[src/rtl/cid_pkg.sv]
// Shared types and constants for the caller number frame extractor.
package cid_pkg;

    localparam int MAX_NUMBER_LEN = 25;
    localparam int CNT_W  = $clog2(MAX_NUMBER_LEN + 1);
    localparam int ADDR_W = $clog2(MAX_NUMBER_LEN);

    localparam int PADDR_W = 4;
    localparam int PDATA_W = 32;

    localparam logic [1:0] REG_START_FIRST  = 2'd0;
    localparam logic [1:0] REG_START_SECOND = 2'd1;
    localparam logic [1:0] REG_END_FIRST    = 2'd2;
    localparam logic [1:0] REG_END_SECOND   = 2'd3;

    localparam logic [7:0] RST_START_FIRST  = 8'd2;
    localparam logic [7:0] RST_START_SECOND = 8'd10;
    localparam logic [7:0] RST_END_FIRST    = 8'd8;
    localparam logic [7:0] RST_END_SECOND   = 8'd1;

    typedef enum logic [1:0] {
        ST_HUNT,
        ST_COLLECT,
        ST_EMIT
    } t_state;

    typedef struct packed {
        logic [7:0] start_first;
        logic [7:0] start_second;
        logic [7:0] end_first;
        logic [7:0] end_second;
    } t_cfg;

    typedef struct packed {
        logic hunt_take;
        logic collect_take;
        logic emit_next;
    } t_dp_cmd;

    typedef struct packed {
        logic start_hit;
        logic frame_done;
        logic last;
    } t_dp_stat;

endpackage

[src/rtl/cid_if.sv]
// Request channel interfaces for received bytes and extracted number bytes.
interface cid_in_if;
    logic       valid;
    logic       ready;
    logic [7:0] rx_byte;

    modport source (output valid, output rx_byte, input ready);
    modport sink   (input valid, input rx_byte, output ready);
endinterface

interface cid_out_if;
    logic       valid;
    logic       ready;
    logic [7:0] id_byte;
    logic       is_empty;
    logic       is_last;

    modport source (output valid, output id_byte, output is_empty, output is_last,
                    input ready);
    modport sink   (input valid, input id_byte, input is_empty, input is_last,
                    output ready);
endinterface

[src/rtl/cid_ctrl.sv]
// Controller state machine: hunt, collect and emit phases of a frame.
module cid_ctrl (
    input  logic              i_clk,
    input  logic              i_rst_n,
    input  logic              i_in_valid,
    input  logic              i_out_ready,
    input  cid_pkg::t_dp_stat i_stat,
    output logic              o_in_ready,
    output logic              o_out_valid,
    output cid_pkg::t_dp_cmd  o_cmd
);
    import cid_pkg::*;

    t_state r_state;
    t_state n_state;

    always_ff @(posedge i_clk) begin
        if (!i_rst_n) begin
            r_state <= ST_HUNT;
        end else begin
            r_state <= n_state;
        end
    end

    always_comb begin
        n_state     = r_state;
        o_in_ready  = 1'b0;
        o_out_valid = 1'b0;
        o_cmd       = '0;
        case (r_state)
            ST_HUNT: begin
                o_in_ready      = 1'b1;
                o_cmd.hunt_take = i_in_valid;
                if (i_in_valid && i_stat.start_hit) begin
                    n_state = ST_COLLECT;
                end
            end
            ST_COLLECT: begin
                o_in_ready         = 1'b1;
                o_cmd.collect_take = i_in_valid;
                if (i_in_valid && i_stat.frame_done) begin
                    n_state = ST_EMIT;
                end
            end
            ST_EMIT: begin
                o_out_valid = 1'b1;
                if (i_out_ready) begin
                    if (i_stat.last) begin
                        n_state = ST_HUNT;
                    end else begin
                        o_cmd.emit_next = 1'b1;
                    end
                end
            end
            default: begin
                n_state = ST_HUNT;
            end
        endcase
    end

endmodule

[src/rtl/cid_datapath.sv]
// Datapath: pair matching, number store, fill count and read index.
module cid_datapath (
    input  logic              i_clk,
    input  logic              i_rst_n,
    input  cid_pkg::t_cfg     i_cfg,
    input  logic [7:0]        i_rx_byte,
    input  cid_pkg::t_dp_cmd  i_cmd,
    output cid_pkg::t_dp_stat o_stat,
    output logic [7:0]        o_id_byte,
    output logic              o_is_empty,
    output logic              o_is_last
);
    import cid_pkg::*;

    logic [7:0]        r_prev;
    logic [CNT_W-1:0]  r_fill;
    logic [ADDR_W-1:0] r_rd_idx;
    logic [7:0]        r_store [MAX_NUMBER_LEN];

    logic             full;
    logic             end_hit;
    logic [CNT_W-1:0] fill_inc;
    logic [CNT_W-1:0] fill_trim;

    assign full    = (r_fill == CNT_W'(MAX_NUMBER_LEN));
    assign end_hit = (i_rx_byte == i_cfg.end_second) && (r_prev == i_cfg.end_first);
    assign fill_inc  = full ? r_fill : r_fill + CNT_W'(1);
    assign fill_trim = (fill_inc >= CNT_W'(2)) ? fill_inc - CNT_W'(2) : '0;

    assign o_stat.start_hit  = (i_rx_byte == i_cfg.start_second) &&
                               (r_prev == i_cfg.start_first);
    assign o_stat.frame_done = full || end_hit;
    assign o_stat.last       = o_is_last;

    // An empty frame yields a single zero byte flagged as both empty and last.
    assign o_is_empty = (r_fill == '0);
    assign o_is_last  = o_is_empty || ((CNT_W'(r_rd_idx) + CNT_W'(1)) == r_fill);
    assign o_id_byte  = o_is_empty ? 8'd0 : r_store[r_rd_idx];

    always_ff @(posedge i_clk) begin
        if (!i_rst_n) begin
            r_prev   <= '0;
            r_fill   <= '0;
            r_rd_idx <= '0;
        end else begin
            if (i_cmd.hunt_take) begin
                if (o_stat.start_hit) begin
                    r_fill <= '0;
                end else begin
                    r_prev <= i_rx_byte;
                end
            end
            if (i_cmd.collect_take) begin
                r_rd_idx <= '0;
                if (end_hit) begin
                    r_fill <= fill_trim;
                end else begin
                    r_fill <= fill_inc;
                    r_prev <= i_rx_byte;
                end
            end
            if (i_cmd.emit_next) begin
                r_rd_idx <= r_rd_idx + ADDR_W'(1);
            end
        end
    end

    always_ff @(posedge i_clk) begin
        if (i_cmd.collect_take && !full) begin
            r_store[r_fill[ADDR_W-1:0]] <= i_rx_byte;
        end
    end

endmodule

[src/rtl/caller_id_frame_extractor.sv]
// Top level of the caller number frame extractor with its register port.
//
// Usage: received bytes arrive as requests on i_rx (valid/ready). While
// hunting, the block looks for the start pair; it then stores up to
// MAX_NUMBER_LEN bytes while watching for the end pair, which removes the
// last two stored bytes. A full store also closes the frame.
// When a frame closes, the stored bytes leave in order as requests on o_id,
// the final one flagged is_last. A frame with no bytes gives one request
// with id_byte zero and both is_empty and is_last set.
// Throughput: bytes are taken one per cycle while hunting and collecting.
// Once the byte that closes a frame is taken, the emit phase issues one
// request per cycle while the receiver is ready, one per stored byte (one for an empty
// frame); the byte stream is held off until the last request is taken.
// The emit phase walks the number store through a single read index.
// If the receiver stalls, the current request holds and nothing advances.
// Reset (synchronous, active low) returns the block to hunting, clears the
// previous byte and fill count and loads the default pair registers; the
// store contents are not cleared, as only bytes of the current frame are read.
// The pair registers are written over the APB-style port and read back too.
module caller_id_frame_extractor (
    input  logic                        i_clk,
    input  logic                        i_rst_n,
    cid_in_if.sink                      i_rx,
    cid_out_if.source                   o_id,
    input  logic                        psel,
    input  logic                        penable,
    input  logic                        pwrite,
    input  logic [cid_pkg::PADDR_W-1:0] paddr,
    input  logic [cid_pkg::PDATA_W-1:0] pwdata,
    output logic [cid_pkg::PDATA_W-1:0] prdata,
    output logic                        pready
);
    import cid_pkg::*;

    t_cfg     r_cfg;
    t_dp_cmd  cmd;
    t_dp_stat stat;
    logic     cfg_wr;
    logic [7:0] rd_val;

    // The register port never inserts wait states.
    assign pready = 1'b1;
    assign cfg_wr = psel && penable && pwrite && pready;

    always_ff @(posedge i_clk) begin
        if (!i_rst_n) begin
            r_cfg.start_first  <= RST_START_FIRST;
            r_cfg.start_second <= RST_START_SECOND;
            r_cfg.end_first    <= RST_END_FIRST;
            r_cfg.end_second   <= RST_END_SECOND;
        end else if (cfg_wr) begin
            case (paddr[3:2])
                REG_START_FIRST:  r_cfg.start_first  <= pwdata[7:0];
                REG_START_SECOND: r_cfg.start_second <= pwdata[7:0];
                REG_END_FIRST:    r_cfg.end_first    <= pwdata[7:0];
                REG_END_SECOND:   r_cfg.end_second   <= pwdata[7:0];
                default: begin
                end
            endcase
        end
    end

    always_comb begin
        case (paddr[3:2])
            REG_START_FIRST:  rd_val = r_cfg.start_first;
            REG_START_SECOND: rd_val = r_cfg.start_second;
            REG_END_FIRST:    rd_val = r_cfg.end_first;
            REG_END_SECOND:   rd_val = r_cfg.end_second;
            default:          rd_val = '0;
        endcase
    end
    assign prdata = {{(PDATA_W-8){1'b0}}, rd_val};

    cid_ctrl u_ctrl (
        .i_clk       (i_clk),
        .i_rst_n     (i_rst_n),
        .i_in_valid  (i_rx.valid),
        .i_out_ready (o_id.ready),
        .i_stat      (stat),
        .o_in_ready  (i_rx.ready),
        .o_out_valid (o_id.valid),
        .o_cmd       (cmd)
    );

    cid_datapath u_dp (
        .i_clk      (i_clk),
        .i_rst_n    (i_rst_n),
        .i_cfg      (r_cfg),
        .i_rx_byte  (i_rx.rx_byte),
        .i_cmd      (cmd),
        .o_stat     (stat),
        .o_id_byte  (o_id.id_byte),
        .o_is_empty (o_id.is_empty),
        .o_is_last  (o_id.is_last)
    );

endmodule

[src/flat_wrapper.sv]
// flat-port wrapper written by rule: the top's interface ports become plain ports
module caller_id_frame_extractor_flat import cid_pkg::*;
  (i_clk, i_rst_n, psel, penable, pwrite, paddr, pwdata, prdata, pready, i_rx_valid, i_rx_rx_byte, i_rx_ready, o_id_valid, o_id_id_byte, o_id_is_empty, o_id_is_last, o_id_ready);
  cid_in_if i_rx_i ();
  cid_out_if o_id_i ();
  input  logic i_clk;
  input  logic i_rst_n;
  input  logic psel;
  input  logic penable;
  input  logic pwrite;
  input  logic [cid_pkg::PADDR_W-1:0] paddr;
  input  logic [cid_pkg::PDATA_W-1:0] pwdata;
  output logic [cid_pkg::PDATA_W-1:0] prdata;
  output logic pready;
  input wire logic [$bits(i_rx_i.valid)-1:0] i_rx_valid;
  input wire logic [$bits(i_rx_i.rx_byte)-1:0] i_rx_rx_byte;
  output wire logic [$bits(i_rx_i.ready)-1:0] i_rx_ready;
  output wire logic [$bits(o_id_i.valid)-1:0] o_id_valid;
  output wire logic [$bits(o_id_i.id_byte)-1:0] o_id_id_byte;
  output wire logic [$bits(o_id_i.is_empty)-1:0] o_id_is_empty;
  output wire logic [$bits(o_id_i.is_last)-1:0] o_id_is_last;
  input wire logic [$bits(o_id_i.ready)-1:0] o_id_ready;
  assign i_rx_i.valid = i_rx_valid;
  assign i_rx_i.rx_byte = i_rx_rx_byte;
  assign i_rx_ready = i_rx_i.ready;
  assign o_id_valid = o_id_i.valid;
  assign o_id_id_byte = o_id_i.id_byte;
  assign o_id_is_empty = o_id_i.is_empty;
  assign o_id_is_last = o_id_i.is_last;
  assign o_id_i.ready = o_id_ready;
  caller_id_frame_extractor u_core (.i_clk(i_clk), .i_rst_n(i_rst_n), .i_rx(i_rx_i), .o_id(o_id_i), .psel(psel), .penable(penable), .pwrite(pwrite), .paddr(paddr), .pwdata(pwdata), .prdata(prdata), .pready(pready));
endmodule
[config.mk]
export PLATFORM = sky130hd
export DESIGN_NAME = caller_id_frame_extractor_flat
export DESIGN_NICKNAME = d
export VERILOG_FILES = /design/src/rtl/cid_pkg.sv /design/src/rtl/cid_if.sv /design/src/rtl/cid_ctrl.sv /design/src/rtl/cid_datapath.sv /design/src/rtl/caller_id_frame_extractor.sv /design/src/flat_wrapper.sv
export SDC_FILE = /design/constraint.sdc
export NUM_CORES = 1
export LEC_CHECK = 0
export BUFFER_PORTS_ARGS = -buffer_cell sky130_fd_sc_hd__buf_4
export CAP_MARGIN = 20
export CORE_UTILIZATION = 52
export DETAILED_ROUTE_END_ITERATION = 10
export PLACE_DENSITY_LB_ADDON = 0.05
export SLEW_MARGIN = 30
export SYNTH_ARGS = -nofsm -noshare
export SYNTH_HDL_FRONTEND = slang
export SYNTH_HIERARCHICAL = 1
export SYNTH_SLANG_ARGS = --single-unit
[constraint.sdc]
create_clock -name i_clk -period 2.8 [get_ports i_clk]
set_input_delay 0.56 -clock i_clk [delete_from_list [all_inputs] [get_ports i_clk]]
set_output_delay 0.56 -clock i_clk [all_outputs]
set_load 0.01 [all_outputs]
-- Word-level counts from Yosys, hierarchy flattened
Memories as Yosys holds them, arrays and structs flattened. A register that Yosys moved wholly into a read port is not among the register bits.
Index checks and enable logic that the tools add are counted.
- register bits: 52
- memory bits (writable): 200
- input bits: 51
- output and inout port bits: 45
- word-level logic and storage cells: 81
- memories: 1
- add/subtract/negate cells: 3
- order comparisons: 1
- equal/unequal tests: 15
- muxes and demuxes: 30
- reductions and logical operators: 23
- memory list (memory ; words ; bits a word ; rd ports ; clocked after memory_dff ; write ports ; line ; RTL):
    u_core.u_dp.r_store ; 25 ; 8 ; 1 ; 1 ; 1 ; cid_datapath.sv:18 ; logic [7:0] r_store [MAX_NUMBER_LEN];
- operators with widths (operator ; number):
    2-to-1 mux 5 bit ; 10
    2-to-1 mux 8 bit ; 5
    == test 8 bit ; 4
    one-hot mux 8 bit (4 select lines) ; 1
    adder 5 x 1 -> 5 bit (second input constant) ; 2
    AND reduction 2 bit ; 5
    2-to-1 mux 1 bit ; 9
    2-to-1 mux 2 bit ; 4
    != test 2 bit (second input constant) ; 4
    logical AND 1 bit ; 7
    == test 2 bit (second input constant) ; 3
    one-hot mux 2 bit (3 select lines) ; 1
    nonzero test 2 bit ; 3
    == test 5 bit ; 1
    == test 5 bit (second input constant) ; 1
    >= comparator 5 x 2 -> 1 bit (second input constant) ; 1
    zero test 5 bit ; 1
    subtractor 5 x 2 -> 5 bit (second input constant) ; 1
    == test 2 x 1 -> 1 bit (second input constant) ; 2
    zero test 2 bit ; 2
    AND reduction 4 bit ; 1
    logical OR 1 bit ; 2
    OR reduction 2 bit ; 1
    zero test 1 bit ; 1

-- Logic depth before layout (Yosys ltp)
- word-level depth: 9
- mapped depth: 12
- gate-level depth less buffers: 10

-- Cells and area by module
The synthesis kept the hierarchy.
- by module, submodules not included (module ; instances ; cells each ; area an instance (sq um) ; sequential area each (sq um)):
    cid_datapath ; 1 ; 522 ; 9526.6 ; 6466.2
    caller_id_frame_extractor ; 1 ; 158 ; 1625.3 ; 640.6
    cid_ctrl ; 1 ; 15 ; 127.6 ; 40.0

-- Worst setup path after synthesis
Ideal clock, no wire load.
- path kind: reg-to-reg
- start point: register u_core.u_dp.r_fill[0]
- end point: register (tool-made name)
- setup time: 0.118 ns
- data arrival time: 2.294 ns
- required time: 2.682 ns
- slack: 0.388 ns
- stages on the path, launching flop included: 13
- buffers on the path: 3
- clock period less this slack: 2.412 ns
- cells stage by stage: dfxtp_1 > inv_1 > ha_1 > and3_2 > buf_6 > a31o_2 > buf_4 > and3b_1 > clkbuf_1 > nor2_1 > o21ai_0 > o21ai_0 > and2_1
- RTL lines (element ; line ; RTL):
    start, declared ; cid_datapath.sv:16 ; logic [CNT_W-1:0] r_fill;
    start signal, assigned ; cid_datapath.sv:56 ; r_fill <= fill_trim;
    start signal, assigned ; cid_datapath.sv:58 ; r_fill <= fill_inc;

==> metrics.yaml <==
sta:
  slew_headroom_pct: 52.43
  max_freq_mhz: 318.5
  setup_viol: 8
  period_minus_slack_ps: 3139
  skew_ps: 6.880
  fin_ws_ps: -339.4
  rsz0062_at_grt: "true"
  final.setup.tns_ps: -2463
  maxSlewViolCount: 0
  worstMarginPinSlew_ps: 713.6
  hold_violations: 0
  period_share_pct: 112.1
global_route:
  gr-usage-met2_pct: 37.47
  grt_util_met1_pct: 34.27
  grt_pass1_vias: 6086
  grt_use_total_pct: 23.33
  grt_start_max_net_pins: 59
  grt_use_met3_pct: 3.180
  grt_antenna_before_repair: 0
  grt.overflow.total: 0
  grt-busiest-layer: "met2"
  grt_pass1_wl_um: 37580
cells_and_area:
  area_growth_pct: 13.26
  fin_nets: 833
  final_layout_size_suffix_gt1_share_pct: 23.65
  nFillCells: 1606
  fin_area_sq_um: 12770
  diodes: 0
  fin_util_pct: 60.39
synthesis:
  yosysTopAreaCell: "edfxtp_1"
  yosys_register_bits: 257
  seq_area_frac_synth_pct: 63.36
  avgSynthCellArea_sq_um: 16.23
  synth.distinct_cells: 54
  ys.warnings.count: 6
  ys.flop_type: "edfxtp_1"
  syn_inst: 695
  synth_top_area_share_pct: 53.24
  synthesis.area_sq_um: 11280
  synth_edf_count: 200
  async_flop_share_pct: 0
  netlist_top_cells_area: "edfxtp_1 53%, dfxtp_1 10%, mux4_2 8.2%"
status:
  violations: "setup timing"
  status: "complete, but fails checks"
floorplanning:
  die-area_sq_um: 22280
  io_pins: 96
  fp.dieW_um: 149.3
  initial_core_util_pct: 53.32
  die_y_um: 149.3
  coreArea_sq_um: 21150
  rows: 53
critical_path:
  crit_path_top_delay_cell: "mux4_2"
  crit_chain: "buf_12, mux4_2, mux4_2, mux2i_1, nor2_1, buf_4"
  crit_path_end_kind: "output port"
  critPathMostFrequentCell: "mux4_2"
  path_buf_inv: 2
  required_ps: 2240
  max_stage_delay_ps: 550
  arrival_ps: 2580
  cp_top_family: "multiplexers"
  start_kind: "flop"
  crit_type: "reg -> out"
  path_max_fanout: 13
job:
  drv_cap: 0
drt:
  drt_first_pass_iters: 5
  viasPerCell: 5.703
  wl_um: 24730
  drtIter0Drc: 467
  drc: 0
  ant_nets: 0
  vias: 6102
  wl_per_cell_um: 23.11
place:
  place_congestion: 0.8308
  numPortBuffers: 44
  dpl_cell_area_sq_um: 11920
  dp_hpwl_um: 16200
  dp_slack_ps: 91.03
clocking:
  path_clk_slew_ps: 60
  root_buffer: "clkbuf_16"
  cts_buffers: 27
  cts_buffer_depth: 3
  clk_latency_ps: 510
  htreeDepth: 1
  clock_sinks: 257
  cts_tree: "yes"
power_and_ir_drop:
  p_total_mw: 7.686
  irDropWorstVdd_v: 0.0003667
  power_density_nw_per_um2: 601.7
  power.leakage_nw: 4.351
hold_path:
  hold_class: "in -> reg"
-- registers in the layout (all words and copies together), names as in the netlist, named ones only --
signal / count
u_core/r_cfg: 32
u_core/u_dp/r_rd_idx: 5
u_core/u_dp/r_store: 200
u_core/u_dp/r_fill: 5
u_core/u_dp/r_prev: 8
u_core/u_ctrl/r_state: 2
-- worst register-to-register path: stages (launching register included) --
cell,delay (ps)
dfxtp_1,410
ha_1,280
nand3_1,110
xnor2_1,260
xnor2_1,100
a31o_2,250
and3b_1,390
nor2_1,120
o21ai_0,180
o21ai_0,90
and2_1,170
-- per-stage QoR --
step	hold slack, ps	std cells
final	308.6	1070
after global routing	314.2	1070
after CTS	297.6	1070
after detailed placement	476.5	1020
after global placement	469.2	1020
after floorplan	448.8	718
-- cell type report --
class	instances	area, sq um	area share [%]
repair buffers	86	710.7	5.563
clock inverters	19	137.6	1.077
multi-input cells	397	3721	29.13
flip-flops and latches	257	7152	55.98
well taps	275	344.1	2.693
clock buffers	29	683.2	5.348
inverters	7	26.28	0.2057
-- cell usage after synthesis (all sizes together), types with 2 or more instances --
| master | instances |
|---|---|
| a21oi | 7 |
| a41oi | 2 |
| and2 | 2 |
| and3 | 11 |
| and3b | 2 |
| buf | 43 |
| clkbuf | 12 |
| conb | 2 |
| dfxtp | 57 |
| edfxtp | 200 |
| ha | 6 |
| inv | 7 |
| mux2i | 57 |
| mux4 | 64 |
| nand2 | 57 |
| nand2b | 2 |
| nand3 | 11 |
| nand4 | 9 |
| nor2 | 33 |
| nor2b | 26 |
| nor3 | 5 |
| nor3b | 7 |
| nor4 | 2 |
| o21ai | 11 |
| o311ai | 2 |
| or2 | 3 |
| xnor2 | 39 |
| xor2 | 2 |
-- cells by family (layout without fill, tap and decap cells) --
family                     count (synthesis)  count (layout)  share of synthesized area (%)
AOI/OAI and AO/OA                         31              31                          1.797
adders and majority gates                  6               6                         0.6655
and+or+nand+nor                          173             173                          7.976
other                                      2              25                        0.06658
buffers and inverters                     64             141                          4.348
DFF                                      257             257                          63.36
xor gates and xnor gates                  41              41                          3.184
muxes                                    121             121                          18.60
-- layer usage --
metal	share of wire (%)	wire, um	vias up
met3	4.9	1204	35
met2	48	11840	150
li1	-	-	2777
met1	46	11320	3140
met4	1.5	361	0
met5	0	0	-
-- worst paths after layout --
check | start | endpoint | slack, ps | cells after the start
max reg2reg | u_core/u_dp/r_rd_idx[0]$_SDFFE_PN0N_ | flop | 330 | 10
max | flop | o_id_id_byte[6] | -340 | 6
min | pwdata[0] | u_core/r_cfg[0]$_SDFFE_PN1P_ | 310 | 3
min reg2reg | u_core/r_cfg[15]$_SDFFE_PN0P_ | u_core/r_cfg[15]$_SDFFE_PN0P_ | 490 | 2
-- placed cells by master (no fill, tap or decap), types with 4 or more instances in the layout --
cell type    n
edfxtp_1   200
buf_4       79
nand2_1     57
dfxtp_1     55
mux2i_1     53
mux4_2      47
xnor2_1     39
nor2_1      33
clkbuf_16   27
nor2b_1     25
conb_1      25
mux4_1      17
clkinv_1    10
nand3_1     10
and3_1       9
nand4_1      9
o21ai_0      9
inv_1        7
a21oi_1      7
ha_1         6
nor3b_1      5
nor3_1       5
clkinv_2     4
buf_12       4
mux2i_2      4
-- power breakdown --
| part | internal (mW) | total, mW | switching (mW) | leakage, nW |
|---|---|---|---|---|
| Clock | 1.93 | 3.32 | 1.39 | 0.395 |
| Combinational | 0.0885 | 0.238 | 0.150 | 1.70 |
| Sequential | 4.12 | 4.13 | 0.0135 | 2.26 |
-- repair_timing --
action | 4_1_cts | 5_1_grt
buffers inserted | 1 | 1
hold buffers | 0 | 0
gates resized for setup | 14 | 4
endpoints found under the setup margin | 8 | 8
cloned | 1 | 0
No activity file was read; power rests on OpenSTA's default activity.
